### src/hdl/svdps_pkg.sv
// Shared constants, types and arithmetic helpers for the SVD back-substitution solver.
package svdps_pkg;

    localparam int MAX_ROWS  = 16;
    localparam int MAX_COLS  = 16;
    localparam int OUT_LIMIT = 16;
    localparam int ROW_LIM   = (MAX_ROWS < OUT_LIMIT) ? MAX_ROWS : OUT_LIMIT;
    localparam int COL_LIM   = (MAX_COLS < OUT_LIMIT) ? MAX_COLS : OUT_LIMIT;
    localparam int ROW_W     = (MAX_ROWS > 1) ? $clog2(MAX_ROWS) : 1;
    localparam int COL_W     = (MAX_COLS > 1) ? $clog2(MAX_COLS) : 1;
    localparam int UA_W      = $clog2(MAX_ROWS * MAX_COLS);
    localparam int VA_W      = $clog2(MAX_COLS * MAX_COLS);
    localparam int CNT_W     = 5;
    localparam int ADDR_W    = 4;

    // Register indexes (word address bits [3:2])
    localparam logic [1:0] REG_THRESH = 2'd0;
    localparam logic [1:0] REG_ROWS   = 2'd1;
    localparam logic [1:0] REG_COLS   = 2'd2;

    // Item kinds
    localparam logic [1:0] FN_U   = 2'd0;
    localparam logic [1:0] FN_V   = 2'd1;
    localparam logic [1:0] FN_W   = 2'd2;
    localparam logic [1:0] FN_RHS = 2'd3;

    typedef enum logic [3:0] {
        ST_IDLE,
        ST_P1_CHK,
        ST_P1_ISS,
        ST_P1_DRN,
        ST_DIV_GO,
        ST_DIV_WAIT,
        ST_P2_SETUP,
        ST_P2_ISS,
        ST_P2_DRN,
        ST_OUT
    } state_t;

    typedef struct packed {
        logic               busy;
        logic               done;
        logic signed [31:0] quot;
    } div_rsp_t;

    // Arithmetic shift right 16 of the accumulator, then saturate to 32 bits.
    function automatic logic signed [31:0] finish_acc(input logic signed [63:0] acc);
        logic signed [63:0] sh;
        begin
            sh = acc >>> 16;
            if (sh > 64'sh0000_0000_7FFF_FFFF) begin
                finish_acc = 32'sh7FFF_FFFF;
            end else if (sh < -64'sh0000_0000_8000_0000) begin
                finish_acc = -32'sh7FFF_FFFF - 32'sh1;
            end else begin
                finish_acc = sh[31:0];
            end
        end
    endfunction

    function automatic logic [CNT_W-1:0] clamp_size(input logic [4:0] v, input int lim);
        begin
            if (v == 5'd0) begin
                clamp_size = CNT_W'(1);
            end else if (int'(v) > lim) begin
                clamp_size = CNT_W'(lim);
            end else begin
                clamp_size = CNT_W'(v);
            end
        end
    endfunction

endpackage

### src/hdl/svdps_mac.sv
// Shared multiply-accumulate unit: registered 32x32 product, 64-bit wrapping accumulator.
module svdps_mac
    import svdps_pkg::*;
(
    input  logic               aclk,
    input  logic               aresetn,
    input  logic               clr,
    input  logic               en,
    input  logic signed [31:0] op_a,
    input  logic signed [31:0] op_b,
    output logic signed [63:0] acc
);

    logic signed [63:0] prod_reg;
    logic               prod_vld_reg;
    logic signed [63:0] acc_reg;

    always_ff @(posedge aclk) begin
        if (!aresetn) begin
            prod_vld_reg <= 1'b0;
        end else begin
            prod_vld_reg <= en;
        end
    end

    always_ff @(posedge aclk) begin
        prod_reg <= 64'(op_a) * 64'(op_b);
    end

    always_ff @(posedge aclk) begin
        if (!aresetn) begin
            acc_reg <= '0;
        end else if (clr) begin
            acc_reg <= '0;
        end else if (prod_vld_reg) begin
            acc_reg <= acc_reg + prod_reg;
        end
    end

    assign acc = acc_reg;

endmodule

### config.mk
export PLATFORM = sky130hd
export DESIGN_NAME = svdps_mac
export DESIGN_NICKNAME = d
export VERILOG_FILES = /design/src/hdl/svdps_pkg.sv /design/src/hdl/svdps_mac.sv
export SDC_FILE = /design/constraint.sdc
export NUM_CORES = 2
export LEC_CHECK = 0
export ABC_AREA = 1
export BUFFER_PORTS_ARGS = -buffer_cell sky130_fd_sc_hd__buf_2
export CAP_MARGIN = 0
export CORE_MARGIN = 10
export CORE_UTILIZATION = 30
export DETAILED_ROUTE_END_ITERATION = 6
export MAX_ROUTING_LAYER = met4
export PLACE_DENSITY_LB_ADDON = 0.2
export SLEW_MARGIN = 15
export SYNTH_ARGS = -nofsm -noshare
export SYNTH_HDL_FRONTEND = slang
export SYNTH_SLANG_ARGS = --single-unit
export TNS_END_PERCENT = 20
### constraint.sdc
create_clock -name aclk -period 16.91 [get_ports aclk]
set_clock_uncertainty 0.1 [all_clocks]
set_input_delay 0.8455 -clock aclk [delete_from_list [all_inputs] [get_ports aclk]]
set_output_delay 0.8455 -clock aclk [all_outputs]
set_load 0.02 [all_outputs]
==> impl_metrics.toml <==
[logic_synthesis]
async_flop_share = 0
synth_edf_count = 0
synth-seq-cells = 129
yosysWarnings = 0
yosysTopAreaCell = "fa_1"
synthDistinctLibCells = 46
syn_inst = 6189
synth_ff_type = "dfxtp_1"
synth.area.top_cells = "fa_1 46%, inv_1 15%, nand2_1 13%"
syn_area_mm2 = 0.0467
synth_top_area_frac = 0.464
ys_seq_area_frac = 0.0553
syn_nets = 7587
synth.avg_cell_area_um2 = 7.54

[timing]
finalHoldViolations = 0
rsz0062_at_grt = "no"
layout_min_cycle_time_ps = 8650
tightestPinTransition_ps = 1130
setup_viol = 0
max_freq_mhz = 116
slew_headroom = 0.245
drv_slew = 0
timing.final.crit_share = 0.511
finalSetupTns_ps = 0

[cts]
cts_max_level = 4
insertion_delay_ps = 450
cts_buffers = 17
cts_buffer_depth = 2
cts_sinks = 129
path_clk_slew_ps = 60
cts-hold-fix-buffers = 0
ctsRootBufferMaster = "clkbuf_16"
cts_tree = "done"
postCtsResizedCells = 0
postCtsSetupBuffers = 0

[route]
totalWireLength_mm = 155
dr.pass1.iters = 5
routedWlPerCell_um = 18.8
ant_nets = 0
viasPerCell = 4.56
drtIter0Drc = 2451
post-route-drc-count = 0
via_count = 37500

[worst_setup_path]
crit_buf_inv = 10
arrival_ps = 8910
end_kind = "flip-flop"
r2r_slack_ps = 13990
critical_path.max_stage_delay_ps = 910
cp_top_family = "adder cells"
cp_common_cell = "inv_1"
crit_fanout = 32
crit_slowest_cell = "fa_1"
startpoint_type = "primary input"
required_ps = 17170
path_class = "primary input to flip-flop"

[floorplanning]
ios = 132
die_h_um = 414
rows = 144
die-width_um = 414
die_area_mm2 = 0.172
core_mm2 = 0.154
start_util = 0.302

[place]
gp_congestion = 0.936
io_buffers = 131
dp_hpwl_mm = 130

[flow_run]
drv_cap = 0

[grt]
grt_usage = 0.186
grt-ovfl-total = 0
grt_pass1_vias = 40800
grt_max_degree = 80
grt_pass1_wl_mm = 244
grt_antenna_before_repair = 6

[final_layout]
drive_above_1_share = 0.0400
syn2layout_area_growth_pct = 7.00
nets = 7557

[min_path]
holdCritPathClass = "flip-flop to flip-flop"

[outcome]
status = "finished clean"
==> path summary, 6_finish.rpt <==
path	from	to	depth (start not counted)
worst max-delay path	op_a[31]	prod_reg[54]$_DFF_P_	27
worst min-delay path	acc[0]$_SDFFE_PP0P_	acc[0]$_SDFFE_PP0P_	2
worst max register to register	prod_reg[0]$_DFF_P_	acc[58]$_SDFFE_PP0P_	17
worst min register to register	acc[0]$_SDFFE_PP0P_	acc[0]$_SDFFE_PP0P_	2
==> cell families after synthesis <==
group                      after synthesis  synth area share
AOI/OAI and AO/OA                      365            0.0430
xor gates and xnor gates                93            0.0174
adders and majority gates             1330             0.531
buffers and inverters                 2029             0.163
DFF                                    129            0.0553
and+or+nand+nor                       2243             0.190
==> final cells by class <==
class | instances | area (µm²)
flip-flops and latches | 129 | 2590
repair buffers | 163 | 896
fillers | 16700 | 104000
well taps | 2044 | 2560
clock inverters | 13 | 148
diodes | 5 | 12.5
multi-input cells | 4031 | 36500
clock buffers | 19 | 454
inverters | 1817 | 6820
==> routing by layer <==
layer | global-route usage | part of all wire | up-vias | routed length (µm)
met4 | 0.0349 | 0.020 | 0 | 3130
met3 | 0.0137 | 0.044 | 142 | 6790
li1 | - | - | 17500 | -
met1 | 0.261 | 0.48 | 19000 | 74000
met2 | 0.296 | 0.46 | 939 | 70600
met5 | - | 0 | - | 0
==> tightest hold or removal path, cell delays in order, from the launching register on <==
cell     delay, ps
dfxtp_1        320
nand2_1         60
a21oi_1         50
==> placed cells by master (no fill, tap or decap), types with 7 or more instances in the layout <==
| cell type | instances |
|---|---|
| o21bai_1 | 28 |
| inv_1 | 1815 |
| nand4_1 | 26 |
| nor3_1 | 23 |
| fa_1 | 1083 |
| xor2_1 | 74 |
| nand2_2 | 15 |
| nand3_1 | 130 |
| or2_2 | 7 |
| buf_2 | 131 |
| buf_4 | 32 |
| xnor2_1 | 19 |
| nor2_2 | 10 |
| nor4_1 | 14 |
| clkbuf_16 | 18 |
| dfxtp_1 | 128 |
| o21ai_0 | 127 |
| nor2_1 | 390 |
| a21oi_1 | 171 |
| ha_1 | 247 |
| nand2_1 | 1608 |
==> synthesized netlist by cell type (2+ instances only) <==
master / n
a21boi_0: 6
a21o_1: 6
a21oi_1: 171
a21oi_2: 3
a31oi_1: 6
and2_1: 2
and3_1: 2
buf_1: 2
clkbuf_1: 207
dfxtp_1: 129
fa_1: 1083
ha_1: 247
inv_1: 1815
inv_2: 2
nand2_1: 1609
nand2_2: 15
nand3_1: 130
nand3_2: 3
nand3b_1: 6
nand4_1: 26
nor2_1: 390
nor2_2: 10
nor3_1: 23
nor3_2: 2
nor4_1: 14
o211ai_1: 2
o21a_1: 5
o21ai_0: 127
o21ai_1: 3
o21ai_2: 3
o21bai_1: 28
or2_2: 7
xnor2_1: 19
xor2_1: 74
==> metrics by stage <==
step | setup slack, ps | utilization | cell area (µm²) | hold slack (ps) | std cells
global route | 7770 | 0.324 | 50000 | 409 | 8221
CTS | 8200 | 0.323 | 49900 | 384 | 8216
finish | 8260 | 0.324 | 50000 | 382 | 8221
global placement | 7840 | 0.320 | 49300 | 371 | 8184
floorplan | 9220 | - | 46700 | 455 | 6189
detailed placement | 7730 | 0.320 | 49300 | 376 | 8184
Power is not shown: default switching activity piles up to over one toggle a cycle in this logic, so the estimate is an artifact.
