### config.mk
export PLATFORM = sky130hd
export DESIGN_NAME = svdps_div
export DESIGN_NICKNAME = d
export VERILOG_FILES = /design/src/hdl/svdps_pkg.sv /design/src/hdl/svdps_div.sv
export SDC_FILE = /design/constraint.sdc
export NUM_CORES = 1
export LEC_CHECK = 0
export ABC_AREA = 1
export BUFFER_PORTS_ARGS = -buffer_cell sky130_fd_sc_hd__buf_2
export CAP_MARGIN = 0
export CORE_MARGIN = 3
export CORE_UTILIZATION = 50
export DETAILED_ROUTE_END_ITERATION = 7
export PLACE_DENSITY = 0.69
export SKIP_LAST_GASP = 1
export SLEW_MARGIN = 20
export SYNTH_ARGS = -nofsm -noshare
export SYNTH_HDL_FRONTEND = slang
export SYNTH_SLANG_ARGS = --single-unit
### constraint.sdc
create_clock -name aclk -period 4.4 [get_ports aclk]
set_input_delay 0.88 -clock aclk [delete_from_list [all_inputs] [get_ports aclk]]
set_output_delay 0.88 -clock aclk [all_outputs]
set_load 0.005 [all_outputs]
### src/hdl/svdps_pkg.sv
// Shared constants, types and arithmetic helpers for the SVD back-substitution solver.
package svdps_pkg;

    localparam int MAX_ROWS  = 16;
    localparam int MAX_COLS  = 16;
    localparam int OUT_LIMIT = 16;
    localparam int ROW_LIM   = (MAX_ROWS < OUT_LIMIT) ? MAX_ROWS : OUT_LIMIT;
    localparam int COL_LIM   = (MAX_COLS < OUT_LIMIT) ? MAX_COLS : OUT_LIMIT;
    localparam int ROW_W     = (MAX_ROWS > 1) ? $clog2(MAX_ROWS) : 1;
    localparam int COL_W     = (MAX_COLS > 1) ? $clog2(MAX_COLS) : 1;
    localparam int UA_W      = $clog2(MAX_ROWS * MAX_COLS);
    localparam int VA_W      = $clog2(MAX_COLS * MAX_COLS);
    localparam int CNT_W     = 5;
    localparam int ADDR_W    = 4;

    // Register indexes (word address bits [3:2])
    localparam logic [1:0] REG_THRESH = 2'd0;
    localparam logic [1:0] REG_ROWS   = 2'd1;
    localparam logic [1:0] REG_COLS   = 2'd2;

    // Item kinds
    localparam logic [1:0] FN_U   = 2'd0;
    localparam logic [1:0] FN_V   = 2'd1;
    localparam logic [1:0] FN_W   = 2'd2;
    localparam logic [1:0] FN_RHS = 2'd3;

    typedef enum logic [3:0] {
        ST_IDLE,
        ST_P1_CHK,
        ST_P1_ISS,
        ST_P1_DRN,
        ST_DIV_GO,
        ST_DIV_WAIT,
        ST_P2_SETUP,
        ST_P2_ISS,
        ST_P2_DRN,
        ST_OUT
    } state_t;

    typedef struct packed {
        logic               busy;
        logic               done;
        logic signed [31:0] quot;
    } div_rsp_t;

    // Arithmetic shift right 16 of the accumulator, then saturate to 32 bits.
    function automatic logic signed [31:0] finish_acc(input logic signed [63:0] acc);
        logic signed [63:0] sh;
        begin
            sh = acc >>> 16;
            if (sh > 64'sh0000_0000_7FFF_FFFF) begin
                finish_acc = 32'sh7FFF_FFFF;
            end else if (sh < -64'sh0000_0000_8000_0000) begin
                finish_acc = -32'sh7FFF_FFFF - 32'sh1;
            end else begin
                finish_acc = sh[31:0];
            end
        end
    endfunction

    function automatic logic [CNT_W-1:0] clamp_size(input logic [4:0] v, input int lim);
        begin
            if (v == 5'd0) begin
                clamp_size = CNT_W'(1);
            end else if (int'(v) > lim) begin
                clamp_size = CNT_W'(lim);
            end else begin
                clamp_size = CNT_W'(v);
            end
        end
    endfunction

endpackage

### src/hdl/svdps_div.sv
// Radix-2 restoring divider for (s << 16) / w, truncated toward zero and saturated.
module svdps_div
    import svdps_pkg::*;
(
    input  logic               aclk,
    input  logic               aresetn,
    input  logic               start,
    input  logic signed [31:0] num,
    input  logic signed [31:0] den,
    output div_rsp_t           rsp
);

    localparam int DV_W = 48;

    logic [5:0]        cnt_reg;
    logic              busy_reg;
    logic              done_reg;
    logic [30:0]       rem_reg;
    logic [DV_W-1:0]   dvd_reg;
    logic [DV_W-1:0]   quo_reg;
    logic [30:0]       dsr_reg;
    logic              neg_reg;
    logic signed [31:0] res_reg;

    logic [31:0]       trial;
    logic              take;
    logic [31:0]       mag;
    logic [DV_W-1:0]   quo_next;

    assign mag      = num[31] ? (~num + 32'd1) : num;
    assign trial    = {rem_reg, dvd_reg[DV_W-1]};
    assign take     = trial >= {1'b0, dsr_reg};
    assign quo_next = {quo_reg[DV_W-2:0], take};

    always_ff @(posedge aclk) begin
        if (!aresetn) begin
            busy_reg <= 1'b0;
            done_reg <= 1'b0;
            cnt_reg  <= '0;
        end else begin
            done_reg <= 1'b0;
            if (start) begin
                busy_reg <= 1'b1;
                cnt_reg  <= 6'(DV_W - 1);
            end else if (busy_reg) begin
                if (cnt_reg == 6'd0) begin
                    busy_reg <= 1'b0;
                    done_reg <= 1'b1;
                end else begin
                    cnt_reg <= cnt_reg - 6'd1;
                end
            end
        end
    end

    always_ff @(posedge aclk) begin
        if (start) begin
            rem_reg <= '0;
            dvd_reg <= {mag, 16'd0};
            quo_reg <= '0;
            dsr_reg <= den[30:0];
            neg_reg <= num[31];
        end else if (busy_reg) begin
            rem_reg <= take ? 31'(trial - {1'b0, dsr_reg}) : trial[30:0];
            dvd_reg <= {dvd_reg[DV_W-2:0], 1'b0};
            quo_reg <= quo_next;
            if (cnt_reg == 6'd0) begin
                if (!neg_reg) begin
                    res_reg <= (quo_next > DV_W'(32'h7FFF_FFFF)) ? 32'sh7FFF_FFFF
                                                                : quo_next[31:0];
                end else begin
                    res_reg <= (quo_next > DV_W'(32'h8000_0000)) ? 32'h8000_0000
                                                                : (~quo_next[31:0] + 32'd1);
                end
            end
        end
    end

    assign rsp.busy = busy_reg;
    assign rsp.done = done_reg;
    assign rsp.quot = res_reg;

endmodule

==> results.json <==
{
  "largest_reg_flops": 47,
  "finalMaxSlewViolations": 0,
  "startpoint_type": "flop",
  "grt_overflow": 0,
  "setup-violations-final": 0,
  "worstPathRequired_ns": 4.62,
  "crit_path_top_delay_cell": "edfxtp_1",
  "syn_inst": 1323,
  "crit_top_cell": "nand2_1",
  "cts_tree": "yes",
  "synth_area_sq_um": 10300,
  "die_y_microns": 149,
  "r2r_setup_slack_ns": 0.53,
  "multiInputGateArea_sq_um": 4810,
  "gp_congestion": 0.924,
  "ys_seq_elements": 182,
  "met2_usage": 0.352,
  "status": "finished, violations left",
  "synth_cell_type_count": 43,
  "power.density_nw_per_um2": 325,
  "layout_worst_path_cycle_share": 0.880,
  "worst-path-buf-inv": 4,
  "min_path_type": "reg2reg",
  "cts_setup_buffers": 0,
  "cp_num_cells": 22,
  "drc": 6,
  "fill_cells": 1875,
  "drtPass1Iterations": 8,
  "nets": 1511,
  "leakage_nw": 5.22,
  "diodes": 0,
  "path_cells": "inv_1 -> ha_1 -> fa_1 -> inv_1 -> nand2_1 -> nand2_1 -> nand3_1 -> nand2_1 -> nand2_1 -> nand3_1 -> nand2_2 -> nand2_2 -> inv_1 -> ha_1 -> nand2_4 -> nor3_4 -> nand3_2 -> nor3_4 -> nand4_2 -> a21oi_4 -> inv_4 -> o21ai_0",
  "fin_util": 0.585,
  "vdd_drop_max_v": 0.000253,
  "cts.htree.levels": 4,
  "crit_type": "reg2reg",
  "fp-row-count": 51,
  "clock_latency_ns": 0.44,
  "fin_setup_tns_ns": 0,
  "timing.max_cap.violations": 0,
  "grtUsageTotal": 0.222,
  "die_area_sq_um": 22300,
  "finalWirelength_microns": 24300,
  "reg2reg_depth": 22,
  "fin_skew_ns": 0.0177,
  "io_pins": 101,
  "met1_usage": 0.315,
  "cp.arrival_ns": 4.09,
  "grt_pass1_wl_microns": 40200,
  "most-common-layout-cells": "nand2_1, inv_1, o21ai_0, nor2_1, buf_2",
  "cts_resized": 0,
  "synth_edf_count": 96,
  "path_delay_family": "simple AND/OR/NAND/NOR gates",
  "ant_nets": 0,
  "clock_sinks": 182,
  "numCtsBuffers": 17,
  "cts_buffer_depth": 2,
  "grt_max_degree": 58,
  "rsz0062_at_grt": "no",
  "critPathCaptureType": "flop",
  "drive_gt1_frac": 0.111,
  "clk_pin_slew_ns": 0.07,
  "post_drt_wl_per_cell_microns": 14.4,
  "grt_pass1_vias": 8357,
  "min_path_cells": 2,
  "start_util": 0.518,
  "hold_viol_final": 0,
  "portBuffers": 99,
  "area_growth_pct": 12.8,
  "cp_slowest_stage_delay_ns": 0.38,
  "ys_warn_count": 0,
  "violations": "DRC",
  "p_total_w": 0.00377,
  "ys_seq_area_frac": 0.448,
  "synthArstFlopShare": 0,
  "grt-busiest-layer": "met2",
  "ctsHoldBuffers": 0,
  "fmax_ghz": 0.258,
  "holdWs_ns": 0.471,
  "worst_pin_slew_ns": 0.934,
  "path_max_fanout": 15,
  "syn-mean-instance-area_sq_um": 7.78,
  "core-area_sq_um": 19800,
  "die_w_microns": 149,
  "finalCriticalPeriod_ns": 3.87,
  "syn_nets": 1426,
  "root_buffer": "clkbuf_16",
  "drtIter0Drc": 731,
  "ys.flop_type": "edfxtp_1",
  "seqCellArea_sq_um": 4600,
  "dp_hpwl_microns": 17400,
  "vias_per_cell": 5.39,
  "slew_headroom": 0.377,
  "antenna_found_initial": 1,
  "layout_commonest_cell": "nand2_1",
  "grt_use_met3": 0.0421,
  "vias": 9089
}
==> cells by family after synthesis <==
| kind of cell | share of synthesized area |
|---|---|
| AOI/OAI and AO/OA | 0.144 |
| xor gates and xnor gates | 0.0528 |
| adders and majority gates | 0.0445 |
| buffers and inverters | 0.0851 |
| DFF | 0.448 |
| and+or+nand+nor | 0.226 |
==> power breakdown <==
part | leakage, nW | switching, W | internal (W)
clock | 0.291 | 0.000712 | 0.000823
combinational | 3.29 | 0.000227 | 0.000119
sequential | 1.63 | 0.0000247 | 0.00186
==> per-stage QoR <==
| step | cell area [sq um] | instances | setup WS (ns) |
|---|---|---|---|
| after global placement | 11000 | 1654 | 0.667 |
| after CTS | 11600 | 1686 | 0.600 |
| final | 11600 | 1686 | 0.529 |
| after floorplan | 10300 | 1323 | 1.11 |
| after detailed placement | 11000 | 1654 | 0.623 |
| after global routing | 11600 | 1686 | 0.290 |
==> area by class of cell <==
type	instances	share of cell area
inverter	179	0.0581
timing repair buffer	108	0.0496
multi-input combinational	920	0.415
sequential	182	0.397
tap	265	0.0286
clock buffer	18	0.0379
clock inverter	14	0.0140
==> metal layers <==
| layer | part of all wire | wire length [microns] |
|---|---|---|
| met4 | 0.015 | 376 |
| met2 | 0.44 | 10800 |
| met1 | 0.47 | 11500 |
| met3 | 0.067 | 1630 |
| met5 | 0.00037 | 9 |
==> worst min-delay path, delay by kind of cell (launching register included) <==
kind	cells	cell delay [ns]
AND/OR/NAND/NOR	2	0.10
flip-flops	1	0.32
==> Yosys cell counts, types with 3 or more instances <==
library cell	n	share of area
nand4_1	20	0.012
edfxtp_1	96	0.28
inv_1	175	0.064
nand3_1	62	0.030
xor2_1	45	0.038
nor3_1	17	0.0083
nor4_1	12	0.0073
o21ai_0	140	0.068
dfxtp_1	86	0.17
or2_2	4	0.0024
buf_6	3	0.0033
clkbuf_1	30	0.011
a31oi_1	6	0.0036
a21oi_1	47	0.023
o211ai_1	6	0.0044
ha_1	35	0.043
o21ai_1	10	0.0049
xnor2_1	17	0.014
nand2_1	285	0.10
o21bai_1	6	0.0044
o22ai_1	48	0.029
nor2_1	139	0.051
buf_2	6	0.0029
==> path summary, 6_finish.rpt <==
check              start          end
max          dvd_reg[47]   res_reg[5]
min          rem_reg[20]  rem_reg[20]
max reg2reg  dvd_reg[47]   res_reg[5]
min reg2reg  rem_reg[20]  rem_reg[20]
Power figures use the tool's default switching activity.
